`src/hdl/gbts_pkg.sv`:
```
// gbts_pkg: shared types and constants of the gap buffer text store
// no dependencies
`timescale 1ns / 1ps

package gbts_pkg;

  localparam int unsigned CAPACITY_DEF = 4096;

  localparam int unsigned RUNE_W   = 32;
  localparam int unsigned OFFSET_W = 13;
  localparam int unsigned LEN_W    = 13;
  localparam int unsigned MODE_W   = 2;
  localparam int unsigned STATUS_W = 2;
  localparam int unsigned CFG_IDX_W = 1;

  localparam logic [RUNE_W-1:0] RUNE_NL = 32'd10;
  localparam logic [RUNE_W-1:0] RUNE_CR = 32'd13;
  localparam logic [RUNE_W-1:0] MARKER_RESET = 32'hFFFF_FFFF;

  localparam logic [CFG_IDX_W-1:0] CFG_CRLF_MODE   = 1'b0;
  localparam logic [CFG_IDX_W-1:0] CFG_CRLF_MARKER = 1'b1;

  localparam logic [STATUS_W-1:0] ST_OK    = 2'd0;
  localparam logic [STATUS_W-1:0] ST_FULL  = 2'd1;
  localparam logic [STATUS_W-1:0] ST_RANGE = 2'd2;

  typedef enum logic [MODE_W-1:0] {
    OP_READ   = 2'd0,
    OP_INSERT = 2'd1,
    OP_DELETE = 2'd2,
    OP_NOP    = 2'd3
  } op_t;

  typedef struct packed {
    op_t                 op;
    logic [OFFSET_W-1:0] offset;
    logic                nl;
    logic [RUNE_W-1:0]   wr_rune;
    logic [RUNE_W-1:0]   marker;
  } cmd_t;

  typedef enum logic [2:0] {
    B_IDLE,
    B_EVAL,
    B_READ,
    B_CR_CHK,
    B_MOVE,
    B_MOVE_WR,
    B_APPLY,
    B_FIN
  } b_state_t;

endpackage

```
`src/hdl/gbts_in_if.sv`:
```
// gbts_in_if: input word channel, valid/ready with operation payload
// depends on gbts_pkg
`timescale 1ns / 1ps

interface gbts_in_if
  import gbts_pkg::*;
();
  logic                valid;
  logic                ready;
  logic [MODE_W-1:0]   mode;
  logic [OFFSET_W-1:0] offset;
  logic [RUNE_W-1:0]   rune_in;

  modport source (output valid, mode, offset, rune_in, input ready);
  modport sink   (input valid, mode, offset, rune_in, output ready);
endinterface

```
`src/hdl/gbts_cfg_if.sv`:
```
// gbts_cfg_if: configuration write channel, register index and data
// depends on gbts_pkg
`timescale 1ns / 1ps

interface gbts_cfg_if
  import gbts_pkg::*;
();
  logic                 valid;
  logic                 ready;
  logic [CFG_IDX_W-1:0] index;
  logic [RUNE_W-1:0]    data;

  modport source (output valid, index, data, input ready);
  modport sink   (input valid, index, data, output ready);
endinterface

```
`src/hdl/gbts_front.sv`:
```
// gbts_front: accepts input words, holds config registers, decodes commands
// depends on gbts_pkg, gbts_in_if, gbts_cfg_if
`timescale 1ns / 1ps

module gbts_front
  import gbts_pkg::*;
(
  input  logic          clk,
  input  logic          rst_n,
  gbts_in_if.sink       in_if,
  gbts_cfg_if.sink      cfg_if,
  input  logic          q_full,
  output logic          q_push,
  output cmd_t          q_cmd
);

  logic              crlf_mode_r;
  logic [RUNE_W-1:0] crlf_marker_r;
  logic              nl;

  assign cfg_if.ready = 1'b1;

  always_ff @(posedge clk) begin
    if (!rst_n) begin
      crlf_mode_r   <= 1'b0;
      crlf_marker_r <= MARKER_RESET;
    end else if (cfg_if.valid) begin
      case (cfg_if.index)
        CFG_CRLF_MODE:   crlf_mode_r   <= cfg_if.data[0];
        CFG_CRLF_MARKER: crlf_marker_r <= cfg_if.data;
        default: ;
      endcase
    end
  end

  assign in_if.ready = !q_full;
  assign q_push      = in_if.valid && !q_full;

  // newline in crlf mode is stored as the marker
  assign nl = crlf_mode_r && (in_if.rune_in == RUNE_NL);

  always_comb begin
    q_cmd.op      = op_t'(in_if.mode);
    q_cmd.offset  = in_if.offset;
    q_cmd.nl      = nl;
    q_cmd.wr_rune = nl ? crlf_marker_r : in_if.rune_in;
    q_cmd.marker  = crlf_marker_r;
  end

endmodule

```
`src/flat_wrapper.sv`:
```
// flat-port wrapper written by rule: the top's interface ports become plain ports
module gbts_front_flat import gbts_pkg::*;
  (clk, rst_n, q_full, q_push, q_cmd, in_if_valid, in_if_mode, in_if_offset, in_if_rune_in, in_if_ready, cfg_if_valid, cfg_if_index, cfg_if_data, cfg_if_ready);
  gbts_in_if in_if_i ();
  gbts_cfg_if cfg_if_i ();
  input  logic clk;
  input  logic rst_n;
  input  logic q_full;
  output logic q_push;
  output cmd_t q_cmd;
  input wire logic [$bits(in_if_i.valid)-1:0] in_if_valid;
  input wire logic [$bits(in_if_i.mode)-1:0] in_if_mode;
  input wire logic [$bits(in_if_i.offset)-1:0] in_if_offset;
  input wire logic [$bits(in_if_i.rune_in)-1:0] in_if_rune_in;
  output wire logic [$bits(in_if_i.ready)-1:0] in_if_ready;
  input wire logic [$bits(cfg_if_i.valid)-1:0] cfg_if_valid;
  input wire logic [$bits(cfg_if_i.index)-1:0] cfg_if_index;
  input wire logic [$bits(cfg_if_i.data)-1:0] cfg_if_data;
  output wire logic [$bits(cfg_if_i.ready)-1:0] cfg_if_ready;
  assign in_if_i.valid = in_if_valid;
  assign in_if_i.mode = in_if_mode;
  assign in_if_i.offset = in_if_offset;
  assign in_if_i.rune_in = in_if_rune_in;
  assign in_if_ready = in_if_i.ready;
  assign cfg_if_i.valid = cfg_if_valid;
  assign cfg_if_i.index = cfg_if_index;
  assign cfg_if_i.data = cfg_if_data;
  assign cfg_if_ready = cfg_if_i.ready;
  gbts_front u_core (.clk(clk), .rst_n(rst_n), .in_if(in_if_i), .cfg_if(cfg_if_i), .q_full(q_full), .q_push(q_push), .q_cmd(q_cmd));
endmodule
```
`config.mk`:
```
export PLATFORM = sky130hd
export DESIGN_NAME = gbts_front_flat
export DESIGN_NICKNAME = d
export VERILOG_FILES = /design/src/hdl/gbts_pkg.sv /design/src/hdl/gbts_in_if.sv /design/src/hdl/gbts_cfg_if.sv /design/src/hdl/gbts_front.sv /design/src/flat_wrapper.sv
export SDC_FILE = /design/constraint.sdc
export NUM_CORES = 1
export LEC_CHECK = 0
export BUFFER_PORTS_ARGS = -buffer_cell sky130_fd_sc_hd__buf_2
export CORE_MARGIN = 1
export CORE_UTILIZATION = 38
export DETAILED_ROUTE_END_ITERATION = 10
export PLACE_DENSITY_LB_ADDON = 0.08
export SYNTH_ARGS = -nofsm -noshare
export SYNTH_HDL_FRONTEND = slang
export SYNTH_SLANG_ARGS = --single-unit
```
`constraint.sdc`:
```
create_clock -name clk -period 3.4 [get_ports clk]
set_input_delay 0.51 -clock clk [delete_from_list [all_inputs] [get_ports clk]]
set_output_delay 0.51 -clock clk [all_outputs]
set_load 0.02 [all_outputs]
```
Word level (Yosys, flattened, before mapping)
Cells that the tools add are included.
{"block": "op_classes", "addsub": 0, "mul": 0, "div_mod_pow": 0, "order_cmp": 0, "eq_ne": 1, "n_shift": 0, "mux": 1, "bitwise": 1, "n_reduce_logical": 5}
{"operator": "$eq 32x4->1 const B", "n": 1}
{"operator": "$mux 32", "n": 1}
{"operator": "$reduce_and 2->1", "n": 2}
{"operator": "$logic_and 1x1->1", "n": 2}
{"operator": "$logic_not 1->1", "n": 1}
{"operator": "$not 1->1", "n": 1}
{"block": "totals", "ff_bits": 33, "latch_bits": 0, "mem_bits_rw": 0, "mem_bits_ro": 0, "inputBits": 85, "output_inout_bits": 83, "word_cells": 10, "mem_count": 0}

Logic depth before layout (Yosys ltp)
Gate-level depths: netlist of run 1.
{"block": "logic_depth", "depth_word": 3, "ltp_mapped": 5, "depth_no_buf": 4}

Worst setup path after synthesis of run 1
No wires, ideal clock.
{"block": "synth_timing", "path_kind": "input-to-output", "from": "input port in_if_rune_in[5]", "to": "output port q_cmd[33] (netlist name)", "arrival_time_ns": 1.687, "path_slack_ns": 1.203, "cell_stages": 4, "path_buffers": 0, "cell_sequence": "nor4_1 nand4_1 nor3_4 mux2_2"}
{"item": "from (decl)", "line": "flat_wrapper.sv:14", "text": "input wire logic [$bits(in_if_i.rune_in)-1:0] in_if_rune_in;"}
{"item": "to (decl)", "line": "flat_wrapper.sv:10", "text": "output cmd_t q_cmd;"}

==> run metrics, run 1 <==
post-CTS sizing 0; Netlist cell types 22; largest net degree at the start of global routing 34; CORE AREA between 0.004 and 0.005 mm^2; ANT nets after route 0; crit-path most repeated cell buf_2; cell-by-cell trace of the critical path buf_2 > nor4_1 > nand4_1 > nor3_4 > mux2_2 > buf_2; Die X 68.08 um; # fillers 433; first-pass GRT wire length 6913 um; Diodes inserted 0; Synth area leaders dfxtp_1 40%, nand2_1 15%, a21o_1 13%; pwr dens a little over 400 mW/mm^2; number of buffers added for setup after CTS 0; Critical R2R Launch u_core.crlf_marker_r[24]$_SDFFE_PN1P_; Synth area leader dfxtp_1; fmax 364.4 MHz; slowest stage delay, CP around 0.44 ns; hold path start cfg_if_data[30]; post-route minimum period 2.744 ns; post-DP HPWL 3728 um; xor and xnor area share after synthesis 0; grt ovf 0; worst flop-to-flop path endpoint u_core.crlf_marker_r[24]$_SDFFE_PN1P_; FF/Latch Area 660.6 um^2; startpoint types input port; Mapped Cells 212; most numerous cell in the Yosys netlist nand2_1; # IOs 168; CP delay by family, top simple AND/OR/NAND/NOR gates; WHS Endpoint u_core.crlf_marker_r[30]$_SDFFE_PN1P_; Sink Count 33; fin. max-slew vios 0; Tot Pwr about 0.94 mW; register area share after synthesis 0.3982; vias around 1800; status complete, no violations; DR iter-0 viols 47; compound-cell area share of the yosys netlist 0.1373; Root Driver clkbuf_8; Clock transition at path regs roughly 0.060 ns; CTS tree done; most frequent cells after synthesis 65 x nand2_1, 33 x dfxtp_1, 32 x nand3_1; Post-synth EDFFs 0; global placement routability congestion approximately 0.76; Mean Syn Cell Area ~7.8 um^2; Slew @ Worst Pin ~1.1 ns; wire per inst 12.69 um; CP required 2.89 ns; final hold violations 0; Max Cap Viol 0; die area 0.004634 mm^2; HP Class in2reg; reg2reg setup slack around 2.8 ns; Final Util 0.5667; number of global-route vias before repair roughly 1600; Slowest-stage cell, CP nor4_1; multi-input logic area 792.0 um^2; Total GRT Usage 0.2036; mux contribution to synthesized area 0.01961; Net Count, Synth roughly 300; Final setup viols 0; Clock Skews 0 ns; adder-cell share of the synthesized area 0; drt drc 0; worst hold slack between 0.4 and 0.5 ns; worst reg-to-reg path cell count 2; Critical Path Stages 6; Worst slew margin 0.2679; Fin Setup TNS 0 ns; Leak between 1 and 1.5 nW; RSZ-0062 raised after global routing no; critical path fanouts, max 8; Setup crit end kind primary output; Place WS a little over 0.6 ns; CTS Buf Count 5; Net count, final 413; port bufs 136; initial antenna violation count 0; vias per cell 4.854; share of the synthesized area in the top cell type 0.3982; buffer and inverter count on the worst path 2; Tcrit/Tclk final 0.8072; layout cells sized above 1 0.4695; synth warn 0; Synth Area in Simple Gates 0.3183; Crit Path Class in2out; DR pass1 iterations 4; P&R area growth vs syn 39.59%; Max rail drop VDD roughly 210 uV; main flop type after synthesis dfxtp_1; clk_lat worst skew 0.28 ns; asr flop ratio synth 0; Cell Rows 23; hold depth 3; Total Wirelength ~4800 um; CTS Hold Buffers Added 0; clk buf depth 2; Initial Utilization 0.4060; Mapped Area roughly 0.0017 mm^2; Final WS setup 0.6556 ns; height of the die 68.08 um; largest family of logic cells by synthesized area simple AND/OR/NAND/NOR gates; Seq cells post-synth 33; H-tree depth 2; Worst EP arrival 2.23 ns
==> through the flow <==
step           cell area (um^2)  std cells
6_report                   2316        378
3_3_place_gp               2230        371
3_5_place_dp               2230        371
5_1_grt                    2316        378
4_1_cts                    2316        378
2_1_floorplan              1659        212
==> routing by layer <==
metal | GRT usage | part of all wire | routed length [um]
met2 | 0.3480 | 0.48 | 2325
met3 | 0.06500 | 0.095 | 456
met1 | 0.2247 | 0.41 | 1946
met5 | 0 | 0 | 0
met4 | 0.1016 | 0.014 | 68
==> kinds of logic (layout without fill, tap and decap cells) <==
group / after synthesis / count (layout)
buf+inv: 32 / 148
mux: 3 / 3
simple gates: 113 / 113
flops: 33 / 33
compound gates: 30 / 30
other cells: 1 / 1
==> worst max-delay path by stage <==
| stage | endpoint | slack (ns) | startpoint |
|---|---|---|---|
| global route | q_cmd[34] | 0.46 | in_if_rune_in[23] |
| detailed placement | q_cmd[35] | 0.61 | in_if_rune_in[23] |
| CTS | q_cmd[35] | 0.60 | in_if_rune_in[23] |
| floorplan | q_cmd[33] | 1.20 | in_if_rune_in[5] |
| global placement | q_cmd[37] | 0.64 | in_if_rune_in[23] |
| finish | q_cmd[35] | 0.66 | in_if_rune_in[23] |
==> final cells by class <==
class | count | share of cell area
Inverter | 1 | 0.001621
Multi-Input combinational cell | 147 | 0.3420
Timing Repair Buffer | 140 | 0.3069
Clock buffer | 7 | 0.03728
Sequential cell | 33 | 0.2853
Tap cell | 50 | 0.02701
==> placed cells by master (no fill, tap or decap) <==
cell and instances:
nand2_1 65, conb_1 1, a21o_2 2, and2_1 1, nor2_1 1, mux2i_1 1, a21o_1 28, dfxtp_1 33
and4bb_2 1, mux2_2 2, buf_4 4, clkbuf_1 1, nor4_1 5, clkbuf_8 6, buf_2 136, nand4_1 2
nor4b_2 1, nand3_1 32, nor3_4 1, or3_2 1, inv_1 1, nor2b_1 3
==> sequential cells by signal, indices dropped and copies added, names as in the netlist <==
signal and flops:
u_core.crlf_marker_r 32, u_core.crlf_mode_r 1
==> worst register-to-register path, cell delays in order (launching register included) <==
cell and delay (ns):
dfxtp_1 0.33, nand2_1 0.06, nand3_1 0.10
==> power breakdown <==
part	internal (mW)	total (mW)	leakage, nW	switching [mW]
clock network	0.160	0.287	0.0443	0.127
registers	0.413	0.433	0.273	0.0194
logic	0.0914	0.223	1.03	0.131
total	0.665	0.943	1.35	0.278
(Power assumes the default switching activity.)
==> inputs of run 2 (changes only) <==
--- a/config.mk
+++ b/config.mk
@@ -7,7 +7,7 @@
 export LEC_CHECK = 0
 export BUFFER_PORTS_ARGS = -buffer_cell sky130_fd_sc_hd__buf_2
 export CORE_MARGIN = 1
-export CORE_UTILIZATION = 38
+export CORE_UTILIZATION = 32
 export DETAILED_ROUTE_END_ITERATION = 10
 export PLACE_DENSITY_LB_ADDON = 0.08
 export SYNTH_ARGS = -nofsm -noshare
==> constraint.sdc (replaced) <==
create_clock -name clk -period 2.5 [get_ports clk]
set_input_delay 0.375 -clock clk [delete_from_list [all_inputs] [get_ports clk]]
set_output_delay 0.375 -clock clk [all_outputs]
set_load 0.02 [all_outputs]
==> run 2 against run 1 <==
  * Hold slack worse by 0.14 ns
  * Clock skew unchanged
  * Clock power up 33%
  * Flip-flop and latch count unchanged
  * Critical endpoint is now q_cmd[33]
==> run metrics, run 2 (synthesis results as in run 1) <==
largest net degree at the start of global routing 34 (unchanged); post-route minimum period 2.379 ns; GR peak layer met2; wire per inst 13.13 um (+3.5%); Leak 1.368 nW (+1.2%); P&R area growth vs syn 43.89%; Cell Rows 25 (+8.7%); Top Registers u_core.crlf_marker_r: 32 flops, u_core.crlf_mode_r: 1 flops; critical path fanouts, max 5 (-3); Root Driver clkbuf_8; Die X 74.01 um (+8.7%); Combinational Power Share 0.242 (+0.006); Final setup viols 0 (unchanged); port bufs 136 (unchanged); vias per cell 4.657 (-4.1%); clk_lat worst skew 0.28 ns (about the same); crit-path most repeated cell buf_2; Slew @ Worst Pin 0.6153 ns (-0.4802 ns); H-tree depth 2 (unchanged); DR iter-0 viols 71 (+51%); met2 Resource Use GR 0.3131 (-0.03491); Setup crit end kind primary output; slowest stage delay, CP 0.41 ns (-0.03 ns); Clock transition at path regs 0.07 ns (about the same); Fin Setup TNS 0 ns (unchanged); cell-by-cell trace of the critical path buf_2 > nor4_1 > nand4_1 > nor3_4 > buf_4 > mux2_2 > buf_2; height of the die 74.01 um (+8.7%); CP delay by family, top simple AND/OR/NAND/NOR gates; initial antenna violation count 0 (unchanged); Total GRT Usage 0.1833 (-0.02035); placed instance area 0.002286 mm^2 (+2.5%); post-DP HPWL 3893 um (+4.4%); met1 Use GR 0.2177 (-0.007015); RSZ-0062 raised after global routing no; Worst EP arrival 2.00 ns (-0.23 ns); Max rail drop VDD 289.7 uV (+37%); Net count, final 416 (+0.73%); met3 Usage GRT 0.03388 (-0.03112); grt ovf 0 (unchanged); Final Cell Area 0.002387 mm^2 (+3.1%); commonest non-fill, non-tap cell in the layout buf_2; first-pass GRT wire length 7569 um (+9.5%); # fillers 515 (+19%); number of global-route vias before repair 1625 (+3.0%); vias 1858 (+1.3%); multi-input logic area 813.3 um^2 (+2.7%); Sink Count 33 (unchanged); pwr dens 536.6 mW/mm^2 (+32%); fin. max-slew vios 0 (unchanged); Clock Skews 0 ns (unchanged); Tcrit/Tclk final 0.9517; Max Cap Viol 0 (unchanged); CORE AREA 0.004848 mm^2 (+19%); global placement routability congestion 0.7189 (-5.3%); Psw 0.3953 mW (+42%); CP required 2.12 ns (-0.77 ns); Sw Ratio 0.3086 (+0.01390); final hold violations 0 (unchanged); CTS Hold Buffers Added 0 (unchanged); Final Util 0.4924 (-0.07436); max FFs per register 32 (unchanged); buffer and inverter count on the worst path 3 (+1); Initial Utilization 0.3422 (-0.06381); Slowest-stage cell, CP nor4_1; Power Internal 0.8857 mW (+33%); clock share of power 0.299 (-0.006); Diodes inserted 0 (unchanged); DR pass1 iterations 4 (unchanged); HP Class in2reg; drt drc 0 (unchanged); die area 0.005477 mm^2 (+18%); Total Wirelength 5240 um (+9.2%); clk buf depth 2 (unchanged); startpoint types input port; Worst slew margin 0.5898 (+0.3219); FF/Latch Area 660.6 um^2 (unchanged); fmax 420.3 MHz; CTS tree done; CTS Buf Count 5 (unchanged); Sequential Power Share 0.459 (about the same); layout cells sized above 1 0.4759 (+0.006391); status complete, no violations; Biggest register u_core.crlf_marker_r; # IOs 168 (unchanged); most frequent cells in the layout 136 x buf_2, 65 x nand2_1, 33 x dfxtp_1, 32 x nand3_1, 28 x a21o_1; Crit Path Class in2out; ANT nets after route 0 (unchanged)
==> run 2: repair_timing <==
item | CTS | global route
endpoints found under the setup margin | 0 | 31
gates resized for setup | 0 | 3
setup buffers | 0 | 0
==> run 2: power by group through the flow <==
stage	logic (mW)	registers, mW	clock network [mW]
3_5_place_dp	0.309	0.601	0
4_1_cts	0.310	0.589	0.397
6_report	0.309	0.589	0.383
3_3_place_gp	0.307	0.600	0
5_1_grt	0.340	0.593	0.418
2_1_floorplan	0.166	0.639	0
==> run 2: worst register-to-register path: cells and delay by family, from the launching register on <==
kind	cells	cell delay, ns
flip-flops	1	0.33
AND/OR/NAND/NOR	2	0.14
==> run 2: cell type report <==
cell class | instances | area share
sequential | 33 | 0.2767
clock buffer | 8 | 0.03354
tap | 67 | 0.03512
timing repair buffer | 143 | 0.3124
multi-input combinational | 147 | 0.3407
inverter | 1 | 0.001572
==> run 2: path summary, 6_finish.rpt <==
| path | startpoint | end | slack [ns] | depth (start not counted) |
|---|---|---|---|---|
| setup / recovery | in_if_rune_in[17] | q_cmd[33] | 0.12 | 7 |
| hold / removal | cfg_if_data[30] | u_core.crlf_marker_r[30]$_SDFFE_PN1P_ | 0.30 | 3 |
| setup reg to reg | u_core.crlf_marker_r[20]$_SDFFE_PN1P_ | u_core.crlf_marker_r[20]$_SDFFE_PN1P_ | 1.88 | 2 |
| hold reg to reg | u_core.crlf_marker_r[27]$_SDFFE_PN1P_ | u_core.crlf_marker_r[27]$_SDFFE_PN1P_ | 0.48 | 2 |
==> run 2: routing by layer <==
layer	vias to the layer above	part of all wire
met5	-	0
met1	815	0.42
met2	97	0.48
met4	0	0.025
li1	929	-
met3	17	0.073
==> run 2: metrics by stage <==
step / setup WS, ns / cells / hold slack [ns] / total power [mW]
after global placement: 0.02195 / 391 / 0.4725 / 0.9074
after global routing: 0.01386 / 399 / 0.3043 / 1.351
after detailed placement: 0.02718 / 391 / 0.4797 / 0.9098
after floorplan: 0.5730 / 212 / 0.4736 / 0.8052
after CTS: 0.02072 / 399 / 0.2902 / 1.297
final: 0.1207 / 399 / 0.2985 / 1.281
