### config.mk
export PLATFORM = sky130hd
export DESIGN_NAME = gbts_cmd_fifo
export DESIGN_NICKNAME = d
export VERILOG_FILES = /design/src/hdl/gbts_pkg.sv /design/src/hdl/gbts_cmd_fifo.sv
export SDC_FILE = /design/constraint.sdc
export NUM_CORES = 1
export LEC_CHECK = 0
export BUFFER_PORTS_ARGS = -buffer_cell sky130_fd_sc_hd__buf_2
export CAP_MARGIN = 15
export CELL_PAD_IN_SITES_DETAIL_PLACEMENT = 1
export CELL_PAD_IN_SITES_GLOBAL_PLACEMENT = 1
export CORE_MARGIN = 2
export CORE_UTILIZATION = 30
export DETAILED_ROUTE_END_ITERATION = 16
export PLACE_DENSITY_LB_ADDON = 0.1
export SLEW_MARGIN = 30
export SYNTH_ARGS = -nofsm -noshare
export SYNTH_HDL_FRONTEND = slang
export SYNTH_SLANG_ARGS = --single-unit
### constraint.sdc
create_clock -name clk -period 5 [get_ports clk]
set_input_delay 0.25 -clock clk [delete_from_list [all_inputs] [get_ports clk]]
set_output_delay 0.25 -clock clk [all_outputs]
set_load 0.01 [all_outputs]
### src/hdl/gbts_pkg.sv
// gbts_pkg: shared types and constants of the gap buffer text store
// no dependencies
`timescale 1ns / 1ps

package gbts_pkg;

  localparam int unsigned CAPACITY_DEF = 4096;

  localparam int unsigned RUNE_W   = 32;
  localparam int unsigned OFFSET_W = 13;
  localparam int unsigned LEN_W    = 13;
  localparam int unsigned MODE_W   = 2;
  localparam int unsigned STATUS_W = 2;
  localparam int unsigned CFG_IDX_W = 1;

  localparam logic [RUNE_W-1:0] RUNE_NL = 32'd10;
  localparam logic [RUNE_W-1:0] RUNE_CR = 32'd13;
  localparam logic [RUNE_W-1:0] MARKER_RESET = 32'hFFFF_FFFF;

  localparam logic [CFG_IDX_W-1:0] CFG_CRLF_MODE   = 1'b0;
  localparam logic [CFG_IDX_W-1:0] CFG_CRLF_MARKER = 1'b1;

  localparam logic [STATUS_W-1:0] ST_OK    = 2'd0;
  localparam logic [STATUS_W-1:0] ST_FULL  = 2'd1;
  localparam logic [STATUS_W-1:0] ST_RANGE = 2'd2;

  typedef enum logic [MODE_W-1:0] {
    OP_READ   = 2'd0,
    OP_INSERT = 2'd1,
    OP_DELETE = 2'd2,
    OP_NOP    = 2'd3
  } op_t;

  typedef struct packed {
    op_t                 op;
    logic [OFFSET_W-1:0] offset;
    logic                nl;
    logic [RUNE_W-1:0]   wr_rune;
    logic [RUNE_W-1:0]   marker;
  } cmd_t;

  typedef enum logic [2:0] {
    B_IDLE,
    B_EVAL,
    B_READ,
    B_CR_CHK,
    B_MOVE,
    B_MOVE_WR,
    B_APPLY,
    B_FIN
  } b_state_t;

endpackage

### src/hdl/gbts_cmd_fifo.sv
// gbts_cmd_fifo: two-entry command queue between front and back
// depends on gbts_pkg
`timescale 1ns / 1ps

module gbts_cmd_fifo
  import gbts_pkg::*;
(
  input  logic clk,
  input  logic rst_n,
  input  logic push,
  input  cmd_t push_cmd,
  input  logic pop,
  output cmd_t pop_cmd,
  output logic full,
  output logic empty
);

  cmd_t       entry_r [2];
  logic       wp_r, rp_r;
  logic [1:0] cnt_r;
  logic       do_push, do_pop;

  assign full    = (cnt_r == 2'd2);
  assign empty   = (cnt_r == 2'd0);
  assign do_push = push && !full;
  assign do_pop  = pop && !empty;
  assign pop_cmd = entry_r[rp_r];

  always_ff @(posedge clk) begin
    if (do_push) begin
      entry_r[wp_r] <= push_cmd;
    end
  end

  always_ff @(posedge clk) begin
    if (!rst_n) begin
      wp_r  <= 1'b0;
      rp_r  <= 1'b0;
      cnt_r <= 2'd0;
    end else begin
      if (do_push) begin
        wp_r <= !wp_r;
      end
      if (do_pop) begin
        rp_r <= !rp_r;
      end
      cnt_r <= cnt_r + {1'b0, do_push} - {1'b0, do_pop};
    end
  end

`ifndef SYNTH
  a_cnt_bound: assert property (@(posedge clk) disable iff (!rst_n)
    cnt_r <= 2'd2) else $error("fifo count overflow");
`endif

endmodule

---- Word level (Yosys, flattened, before mapping) ----
Memories as Yosys holds them, arrays and structs flattened. A register that Yosys moved wholly into a read port is not among the register bits.
Cells that the tools add are included.
word-level totals
  register bits after elaboration ......... 4
  output and inout bits ................... 82
  RAM bits ................................ 160
  logic and storage cells ................. 18
  memories ................................ 1
memories
  name     words  width  rd ports  clocked after memory_dff  wr ports  RTL line             RTL
  entry_r  2      80     1         1                         1         gbts_cmd_fifo.sv:18  cmd_t entry_r [2];
operators by class
  add/sub/neg operators ................... 2
  reductions and logical operators ........ 7
  mux-type cells .......................... 4
  eq/ne operators ......................... 1
operator list
  kind                count
  $logic_not 1->1     4
  $mux 1              4
  $add 2x1->2         1
  $eq 2x2->1 const B  1
  $logic_and 1x1->1   2
  $logic_not 2->1     1
  $sub 2x1->2         1

---- Logic depth before layout (Yosys ltp) ----
Gate-level depths: netlist of the first run.
  word-level depth ........................ 5
  mapped depth ............................ 8

---- Worst setup path after synthesis of the first run ----
No wires, ideal clock.
  path type ............................... reg2reg
  start point ............................. register cnt_r[0]
  end point ............................... memory entry_r[0][0] in the netlist's numbering (enable)
  buffers on the path ..................... 0
  arrival ................................. 3.927 ns
  stages on the path, launching flop included .. 4
  setup slack ............................. 0.554 ns
  cells stage by stage .................... dfxtp_1 nand2b_1 nand2_1 nor2_1
on the way
  word-level cells in the longest chain between the ends .. 5
RTL lines
  element                       RTL line             RTL
  from (decl)                   gbts_cmd_fifo.sv:20  logic [1:0] cnt_r;
  from (signal assigned)        gbts_cmd_fifo.sv:47  cnt_r <= cnt_r + {1'b0, do_push} - {1'b0, do_pop};
  $eq 2x2->1                    gbts_cmd_fifo.sv:23  assign full = (cnt_r == 2'd2);
  $logic_not 1->1               gbts_cmd_fifo.sv:25  assign do_push = push && !full;
  $logic_and 1x1->1             gbts_cmd_fifo.sv:25
  $mux 1                        gbts_cmd_fifo.sv:30  if (do_push) begin
  $mux 1 (implied by the code)  gbts_cmd_fifo.sv:31  entry_r[wp_r] <= push_cmd;
  to (decl)                     gbts_cmd_fifo.sv:18
No other way between the ends.

==> results of run 1 <==
-- worst max-delay path: stages (launching register included) --
cell	delay, ps
sky130_fd_sc_hd__dfxtp_4	560
sky130_fd_sc_hd__buf_12	260
sky130_fd_sc_hd__buf_4	330
sky130_fd_sc_hd__mux2_4	340
sky130_fd_sc_hd__buf_2	140
-- state kept, by name, indices dropped and copies added, names as in the netlist, named ones only --
name / count
entry_r: 160
cnt_r: 2
rp_r: 1
wp_r: 1
-- worst max path at each step --
stage / start / end / slack, ps / cells past startpoint
floorplan: cnt_r[0] / entry_r[0][0] / 550 / 3
global placement: flip-flop / pop_cmd[7] / 2690 / 3
detailed placement: cnt_r[0] / entry_r[1][53] / 2730 / 3
CTS: flip-flop / pop_cmd[47] / 2630 / 4
global route: flip-flop / pop_cmd[48] / 2560 / 4
finish: flip-flop / pop_cmd[47] / 2680 / 4
-- cells in the final DEF, fill, tap and decap left out, types with 2 or more instances in the layout --
cell                              n
sky130_fd_sc_hd__and2_1           2
sky130_fd_sc_hd__buf_12           2
sky130_fd_sc_hd__buf_2          165
sky130_fd_sc_hd__buf_4            3
sky130_fd_sc_hd__bufinv_16        3
sky130_fd_sc_hd__clkbuf_16       17
sky130_fd_sc_hd__clkinvlp_4       3
sky130_fd_sc_hd__dfxtp_1          4
sky130_fd_sc_hd__dlygate4sd3_1    9
sky130_fd_sc_hd__edfxtp_1       160
sky130_fd_sc_hd__ha_1             2
sky130_fd_sc_hd__inv_1            3
sky130_fd_sc_hd__inv_6            6
sky130_fd_sc_hd__inv_8            2
sky130_fd_sc_hd__mux2_4          80
sky130_fd_sc_hd__nand2_1          2
sky130_fd_sc_hd__nand2b_1         2
sky130_fd_sc_hd__nor2_1           4
-- through the flow --
step	std cells	util	hold WS, ps	worst slack [ps]	power, mW
2_1_floorplan	276	-	349	554	2.79
4_1_cts	746	0.387	0.207	2630	4.52
3_3_place_gp	711	0.355	439	2690	3.11
6_report	754	0.390	21.3	2680	4.44
5_1_grt	754	0.390	0.707	2560	4.67
3_5_place_dp	713	0.357	442	2730	3.15
-- synthesized netlist by cell type, drive strengths merged --
cell type | instances | share of area
and2 | 2 | 0.0020
and3 | 1 | 0.00098
buf | 9 | 0.027
dfxtp | 5 | 0.016
edfxtp | 160 | 0.75
ha | 2 | 0.0039
inv | 3 | 0.0018
mux2 | 80 | 0.19
mux2i | 1 | 0.0016
nand2 | 2 | 0.0012
nand2b | 2 | 0.0020
nor2 | 5 | 0.0029
nor3 | 1 | 0.00078
o21a | 1 | 0.0012
xnor2 | 1 | 0.0014
xor2 | 1 | 0.0014
-- cell families after synthesis --
family,count (synthesis),share of synthesized area
DFF,165,0.765
AOI/OAI and AO/OA,1,0.00117
xor gates and xnor gates,2,0.00273
adders and majority gates,2,0.00390
muxes,81,0.189
buffers and inverters,12,0.0285
and+or+nand+nor,13,0.00976
-- final cells by class --
class / instances / area (um^2)
Fill cell: 2098 / 12800
Sequential cell: 165 / 4910
Multi-Input combinational cell: 99 / 1340
Timing Repair Buffer: 180 / 990
Clock buffer: 17 / 425
Tap cell: 275 / 344
Clock inverter: 15 / 191
Inverter: 3 / 11.3
-- layer usage --
metal  up-vias  track usage  part of all wire
met5         -            0                 0
met4         0       0.0410             0.014
met3        13       0.0327             0.053
met2        91        0.187              0.50
met1      1555        0.142              0.43
li1       1464            -                 -
-- power groups by stage --
stage          sequential (mW)  combinational [mW]  clock [mW]
2_1_floorplan             1.88               0.912           0
3_3_place_gp              1.96                1.14           0
3_5_place_dp              1.91                1.24           0
4_1_cts                   1.88                1.24        1.40
5_1_grt                   1.90                1.31        1.46
6_report                  1.87                1.21        1.36
==> results.md, run 1 <==
Outcome:
- The flow ran to the end, and the final reports show no timing, DRC or antenna violations.

Pwr:
- The fraction of power consumed by sequential logic is 0.422.
- The switching power summed over all nets is 1.23 mW.
- Dividing total power by cell area gives a power density of 541 mW/mm^2.
- The proportion of power drawn by the clock network is 0.306.
- The switching share of total power is 0.277.
- The cell-internal power is 3.21 mW.
- The leakage power is 3.21 nW.
- The share of total power dissipated in combinational logic is 0.272.
- The peak supply drop is 279 uV.

Setup path:
- The critical path required time is 4750 ps.
- STA classifies the critical path endpoint as a primary output.
- Counting cells, the worst reg-to-reg path comes to 3.
- In this run the register-to-register setup slack is 2780 ps.
- The worst path arrival time is 2070 ps.
- STA classifies the critical path startpoint as a flip-flop.
- The critical path in this run is classified as flip-flop to primary output.
- Of all nets on the critical path, the largest fanout is 21.
- In this run the critical register-to-register path is launched from cnt_r[0].
- The endpoint of the worst register-to-register path is entry_r[1][56].

Cells and area:
- The proportion of layout cells with a drive suffix above 1 is 0.595.
- Relative to the synthesized area, the layout overhead comes to 28.0%.
- The number of nets at the end of the flow is 552.
- 0 antenna diodes ended up in the layout.
- The design area is 0.00821 mm^2.

Floorplanning:
- For this configuration, the core starts out at a cell density of 0.305.
- The chip width is 150 um.
- After floorplanning, the core was divided into 53 placement rows.
- The area of the placeable core is 0.0210 mm^2.
- The number of primary I/O pins is 166.
- The vertical extent of the die is 150 um.
- The floorplan step defined a die boundary enclosing 0.0226 mm^2.

Yosys:
- The number of distinct library cells after synthesis is 17.
- The register bit total from synthesis is 165.
- The per-instance average area after synthesis is 23.2 um^2.
- The synthesized netlist cell count is 276.
- For this run, the number of Yosys warnings is 0.
- The cell area that synthesis handed to floorplanning was 0.00641 mm^2.
- When the netlist entered floorplanning its net count stood at 362.
- Of the synthesized area, sequential elements account for 0.765.

Clock network:
- The maximum clock insertion buffer count is 2.
- CTS placed an instance of sky130_fd_sc_hd__clkbuf_16 at the clock tree root.
- The number of clock buffers added by TritonCTS is 17.
- The hold buffer count at CTS is 1.
- The tree built by TritonCTS fans out to 165 sinks.
- Clock-pin slew was measured on the worst setup and hold paths at 70 ps.
- The number of cells upsized or downsized after cts is 0.
- The source-to-sink clock delay at the later pin of the worst-skew pair is 410 ps.
- The H-tree generated during clock tree synthesis spans 4 levels.
- The post-CTS setup repair buffer count is 0.
- TritonCTS built the clock tree.

Worst hold path:
- In this run the worst hold path is classified as primary input to flip-flop.
- The source of the worst hold timing path is push_cmd[77].
- The depth of the worst hold-timing path is 1.
- The destination of the worst hold path is entry_r[0][77].

Detailed routing:
- In this run, the number of DRC markers left after iteration 0 of detailed routing was 137.
- The pre-antenna-repair detailed-routing pass consisted of 4 iterations.
- The remaining routing DRC violations is 0.
- The total wire length after detailed routing is 12,500 um.
- Dividing the detail-routed via count by the number of cells gives 4.14.
- The number of routed nets with antenna violations is 0.
- The final routed wire length divided by cell count is 16.6 um.
- The total vias in the final route is 3,123.

Timing:
- In this run the tightest slew margin relative to its limit is 0.526.
- For the pin with the worst max-slew slack, the measured transition is 712 ps.
- The final number of max-transition violations is 0.
- For this run, the top clock speed supported by timing is 432 MHz.
- Between clock sinks in the finished design, the worst skew comes to 6.63 ps.
- Setup repair after global routing left no endpoint under its margin.
- Of the available clock period, the critical path in the final layout requires 0.463.
- Summed over all failing endpoints, the final setup total negative slack is 0 ps.
- The count of endpoints failing hold in the final timing report is 0.
- Setup violations remaining at the end of the flow were counted as 0.
- The final critical delay including setup and external delays is 2320 ps.

Global routing:
- Entering global routing, the biggest net connects 70 pins.
- For this run, the total global-route usage over all layers was measured as 0.113.
- The via count of the first global-routing pass was 3,406.
- Global routing finished with a remaining overflow of 0.
- The initial antenna violation count is 0.
- The first global-routing pass estimated 18,800 um of wire.

Placed design:
- Routability-driven placement finished with a final weighted congestion of 0.630.
- Summing all placed instances gives a cell area of 0.00750 mm^2.
- Once detailed placement completed, the half-perimeter wirelength came to 8270 um.
- The count of input and output buffers is 165.

Job:
- The total of max-cap violations is 0.
(Power assumes the default switching activity.)
==> run 2, diff against run 1 <==
--- a/config.mk
+++ b/config.mk
@@ -5,6 +5,7 @@
 export SDC_FILE = /design/constraint.sdc
 export NUM_CORES = 1
 export LEC_CHECK = 0
+export ABC_AREA = 1
 export BUFFER_PORTS_ARGS = -buffer_cell sky130_fd_sc_hd__buf_2
 export CAP_MARGIN = 15
 export CELL_PAD_IN_SITES_DETAIL_PLACEMENT = 1
==> constraint.sdc (replaced) <==
create_clock -name clk -period 2 [get_ports clk]
set_input_delay 0.1 -clock clk [delete_from_list [all_inputs] [get_ports clk]]
set_output_delay 0.1 -clock clk [all_outputs]
set_load 0.01 [all_outputs]
==> run 2 against run 1 <==
Register-to-register slack worse by 2300 ps. First-iteration DRC count is 0.73% higher. Clock power is 140% higher. Global-route usage is 0.36 points higher. Critical path depth is 1 lower. Largest cell class unchanged. Largest power group unchanged.
==> results.md, run 2 <==
Yosys:
- The biggest area contributor in the post-synthesis netlist is sky130_fd_sc_hd__edfxtp_1.
- The xor-xnor portion of the synthesized cell area was 0 (-0.00273).
- The total standard cell area after synthesis is 0.00642 mm^2 (+0.21%).
- The count of synthesis-stage warnings from yosys came to 0 (unchanged).
- The count of flip-flops with a built-in enable after synthesis is 160 (unchanged).
- The fraction of synthesized area in multiplexers is 0.187 (-0.00196).
- The per-instance average area after synthesis is 22.4 um^2 (-3.6%).
- By count the netlist is led by sky130_fd_sc_hd__edfxtp_1, sky130_fd_sc_hd__mux2_4, sky130_fd_sc_hd__inv_1, sky130_fd_sc_hd__nand2_1.
- The cell with the most instances after synthesis is sky130_fd_sc_hd__edfxtp_1.
- The adder-cell area share of the yosys netlist came to 0.00389 (-0.00000836).
- The most used flip-flop cell after synthesis is sky130_fd_sc_hd__edfxtp_1.
- The number of nets in the synthesized netlist was 373 (+3.0%).
- Sorting the synthesized cells by area gives the leading types as sky130_fd_sc_hd__edfxtp_1, sky130_fd_sc_hd__mux2_4, sky130_fd_sc_hd__buf_12.
- The share of the synthesized area in compound gates (AO/OA/AOI/OAI) is 0.00156 (+0.000387).
- The number of distinct library cells after synthesis is 11 (-6).
- The simple-gate area share of the yosys netlist is 0.0123 (+0.00251).
- The top cell type's share of synthesized area is 0.748 (-0.00161).
- The dominant combinational cell family by area after synthesis is multiplexers.
- The portion of the post-synthesis area used by sequential elements is 0.763 (-0.00164).
- The register bit total from synthesis is 165 (unchanged).
- The synthesized netlist cell count is 287 (+4.0%).
- The share of flip-flops with an asynchronous set or reset after synthesis is 0 (unchanged).

Cells and area:
- The post-route core utilization came to 0.429 (+0.0391).
- The area growth from synthesis to layout is 40.5%.
- In the layout the commonest cells are sky130_fd_sc_hd__buf_2, sky130_fd_sc_hd__edfxtp_1, sky130_fd_sc_hd__dlygate4sd3_1.
- Leaving out fill and tap cells, the most frequent cell in the layout is sky130_fd_sc_hd__buf_2.
- The proportion of layout cells with a drive suffix above 1 is 0.518 (-0.0773).
- The count of fill cells added during filler insertion is 2,095 (-0.14%).
- The largest registers in the layout are entry_r (160), cnt_r (2).
- The register containing the most flip-flops in the final layout is entry_r.
- The count of antenna diodes in the layout is 0 (unchanged).
- The number of nets at the end of the flow is 640 (+16%).
- The number of flip-flops under the largest register name is 160 (unchanged).
- The design area is 0.00903 mm^2 (+10%).

Global routing:
- The all-layer global routing usage is 0.117 (+0.00364).
- The remaining global-route overflow is 0 (unchanged).
- The pin count of the biggest net entering global routing is 49 (-30%).
- The global-route wire length before repair was 19,700 um (+4.7%).
- The initial antenna violation count is 0 (unchanged).
- The via count of the first global-routing pass is 3,819 (+12%).

Floorplanning:
- The number of primary I/O pins is 166 (unchanged).
- The site row count was 53 (unchanged).
- The vertical extent of the die is 150 um (+0.11%).
- The initial standard-cell utilization of the core is 0.306 (+0.000655).
- The area of the placeable core is 0.0210 mm^2 (unchanged).
- The chip width came to 150 um (+0.11%).
- The overall die area was 0.0226 mm^2 (+0.21%).

Setup path:
- By startpoint and endpoint, the worst setup path is classified as flip-flop to primary output.
- The worst path arrival time is 1780 ps (-290 ps).
- The internal reg-to-reg setup slack is 470 ps (-2310 ps).
- The number of cells on the worst reg-to-reg path was 9 (+6).
- The critical path required time is 1900 ps (-2850 ps).
- The element type at the critical path end is a primary output.
- The element type at the critical path start is a flip-flop.
- The largest fanout on the critical path is 18 (-14%).
- The worst register-to-register path begins at cnt_r[1].
- Traced cell by cell, the critical path runs through buf_4, mux2_4, buf_2.
- The delay of the slowest cell on the worst path was 580 ps (+20 ps).
- On the critical path, the stage with the largest delay is an instance of sky130_fd_sc_hd__dfxtp_4.
- In this run the critical register-to-register path is captured at cnt_r[1].

Clock network:
- The number of H-tree levels is 4 (unchanged).
- TritonCTS built the clock tree.
- The clock net sink count is 165 (unchanged).
- The clock tree root buffer cell is sky130_fd_sc_hd__clkbuf_16.
- The source-to-sink clock delay at the later pin of the worst-skew pair is 420 ps (about the same).
- The maximum clock insertion buffer count is 2 (unchanged).
- The number of cells upsized or downsized after cts is 0 (unchanged).
- The number of CTS-inserted buffers is 17 (unchanged).
- The clock-pin slew of the registers on the worst-case setup and hold paths is 60 ps (about the same).

Timing:
- The worst slew margin relative to its limit is 0.752 (+0.226).
- Setup repair after global routing left no endpoint under its margin.
- The largest clock skew in the final design is 11.0 ps (+4.33 ps).
- The final critical delay including setup and external delays is 1880 ps.
- The post-route setup TNS is 0 ps (unchanged).
- The share of the clock period used by the worst path after layout is 0.942.
- The count of endpoints failing hold in the final timing report was 0 (unchanged).
- Based on the critical path, the design can be clocked at up to 531 MHz.
- The slew of the pin with the lowest slew margin is 372 ps (-340 ps).
- The setup-violating endpoint count in the final report is 0 (unchanged).
- The final number of max-transition violations was 0 (unchanged).

Pwr:
- The leakage power is 3.57 nW (+11%).
- The power share of the combinational group came to 0.261 (-0.011).
- The power density over the cells is 1180 mW/mm^2 (+120%).
- The switching share of total power came to 0.267 (-0.00997).
- The peak supply drop came to 646 uV (+130%).
- The fraction of power consumed by sequential logic is 0.429 (+0.007).
- The cell-internal power is 7.84 mW (+140%).
- The switching power summed over all nets is 2.86 mW (+130%).
- The proportion of power drawn by the clock network is 0.310 (+0.004).

Job:
- The total of max-cap violations is 0 (unchanged).

Detailed routing:
- The remaining routing DRC violations is 0 (unchanged).
- The number of DRC markers in iteration 0 is 138 (+0.73%).
- The final routed wire length divided by cell count is 15.6 um (-6.0%).
- The first-pass iteration count of the detailed router is 4 (unchanged).
- The total vias in the final route is 3,503 (+12%).
- The number of routed nets with antenna violations is 0 (unchanged).
- The total wire length after detailed routing is 13,200 um (+4.8%).
- The detail-routed via count per cell was 4.17 (+0.56%).

Outcome:
- The flow ran to the end, and the final reports show no timing, DRC or antenna violations.

Worst hold path:
- The depth of the worst hold-timing path is 2 (+1).
- The path with the worst hold slack has its endpoint at entry_r[0][8].
- The class of the tightest hold or removal check is primary input to flip-flop.
- The source of the worst hold timing path is push_cmd[8].

Placed design:
- The final HPWL from detailed placement is 8480 um (+2.6%).
- The standard cell area after detailed placement is 0.00760 mm^2 (+1.3%).
- The count of input and output buffers came to 165 (unchanged).
- The routability congestion estimate is 0.680 (+8.0%).
## run 2: power by group through the flow
| stage | Combinational, mW | Sequential [mW] | Clock (mW) |
|---|---|---|---|
| finish | 2.79 | 4.59 | 3.32 |
| floorplan | 1.96 | 4.58 | 0 |
| CTS | 2.87 | 4.60 | 3.43 |
| global placement | 2.73 | 4.66 | 0 |
| global route | 3.02 | 4.64 | 3.56 |
| detailed placement | 2.74 | 4.68 | 0 |
## run 2: through the flow
step | hold WS, ps | cells | setup WS (ps) | power [mW]
final | 400 | 841 | 116 | 10.7
after global routing | 382 | 841 | 27.7 | 11.2
after floorplan | 193 | 287 | -122 | 6.54
after global placement | 287 | 727 | 497 | 7.38
after detailed placement | 292 | 727 | 469 | 7.42
after CTS | 371 | 841 | 54.9 | 10.9
## run 2: cell families after synthesis
group | after synthesis
buffers and inverters | 18
multiplexers | 80
AND/OR/NAND/NOR | 20
flip-flops | 165
adder cells (fa/ha/maj) | 2
AO/OA/AOI/OAI | 2
## run 2: repair_timing
| item | 4_1_cts | 5_1_grt |
|---|---|---|
| hold buffers | 83 | 0 |
| hold endpoints to repair | 165 | 0 |
| setup buffers | 0 | 0 |
## run 2: how the worst max path moves through the flow
stage / from / end / cells past startpoint
3_5_place_dp: cnt_r[1] / cnt_r[1] / 9
2_1_floorplan: cnt_r[0] / entry_r[0][0] / 4
3_3_place_gp: cnt_r[1] / cnt_r[1] / 9
4_1_cts: flip-flop / pop_cmd[63] / 3
6_report: flip-flop / pop_cmd[63] / 3
5_1_grt: flip-flop / pop_cmd[20] / 3
## run 2: layout make-up
type / instances / area (um^2) / share of cell area
sequential: 165 / 4910 / 0.544
timing repair buffer: 257 / 1800 / 0.199
multi-input combinational: 104 / 1340 / 0.148
clock buffer: 17 / 425 / 0.0471
tap: 275 / 344 / 0.0381
clock inverter: 14 / 174 / 0.0193
inverter: 9 / 37.5 / 0.00416
## run 2: routing by layer
| metal | up-vias | part of all wire | GRT usage |
|---|---|---|---|
| li1 | 1645 | - | - |
| met1 | 1753 | 0.41 | 0.132 |
| met2 | 94 | 0.53 | 0.208 |
| met3 | 11 | 0.052 | 0.0336 |
| met4 | 0 | 0.011 | 0.0453 |
| met5 | - | 0 | 0 |
## run 2: worst max-delay path, delay by kind of cell, from the launching register on
| kind | cells | cell delay (ps) |
|---|---|---|
| DFF | 1 | 580 |
| muxes | 1 | 320 |
| buffers and inverters | 2 | 460 |
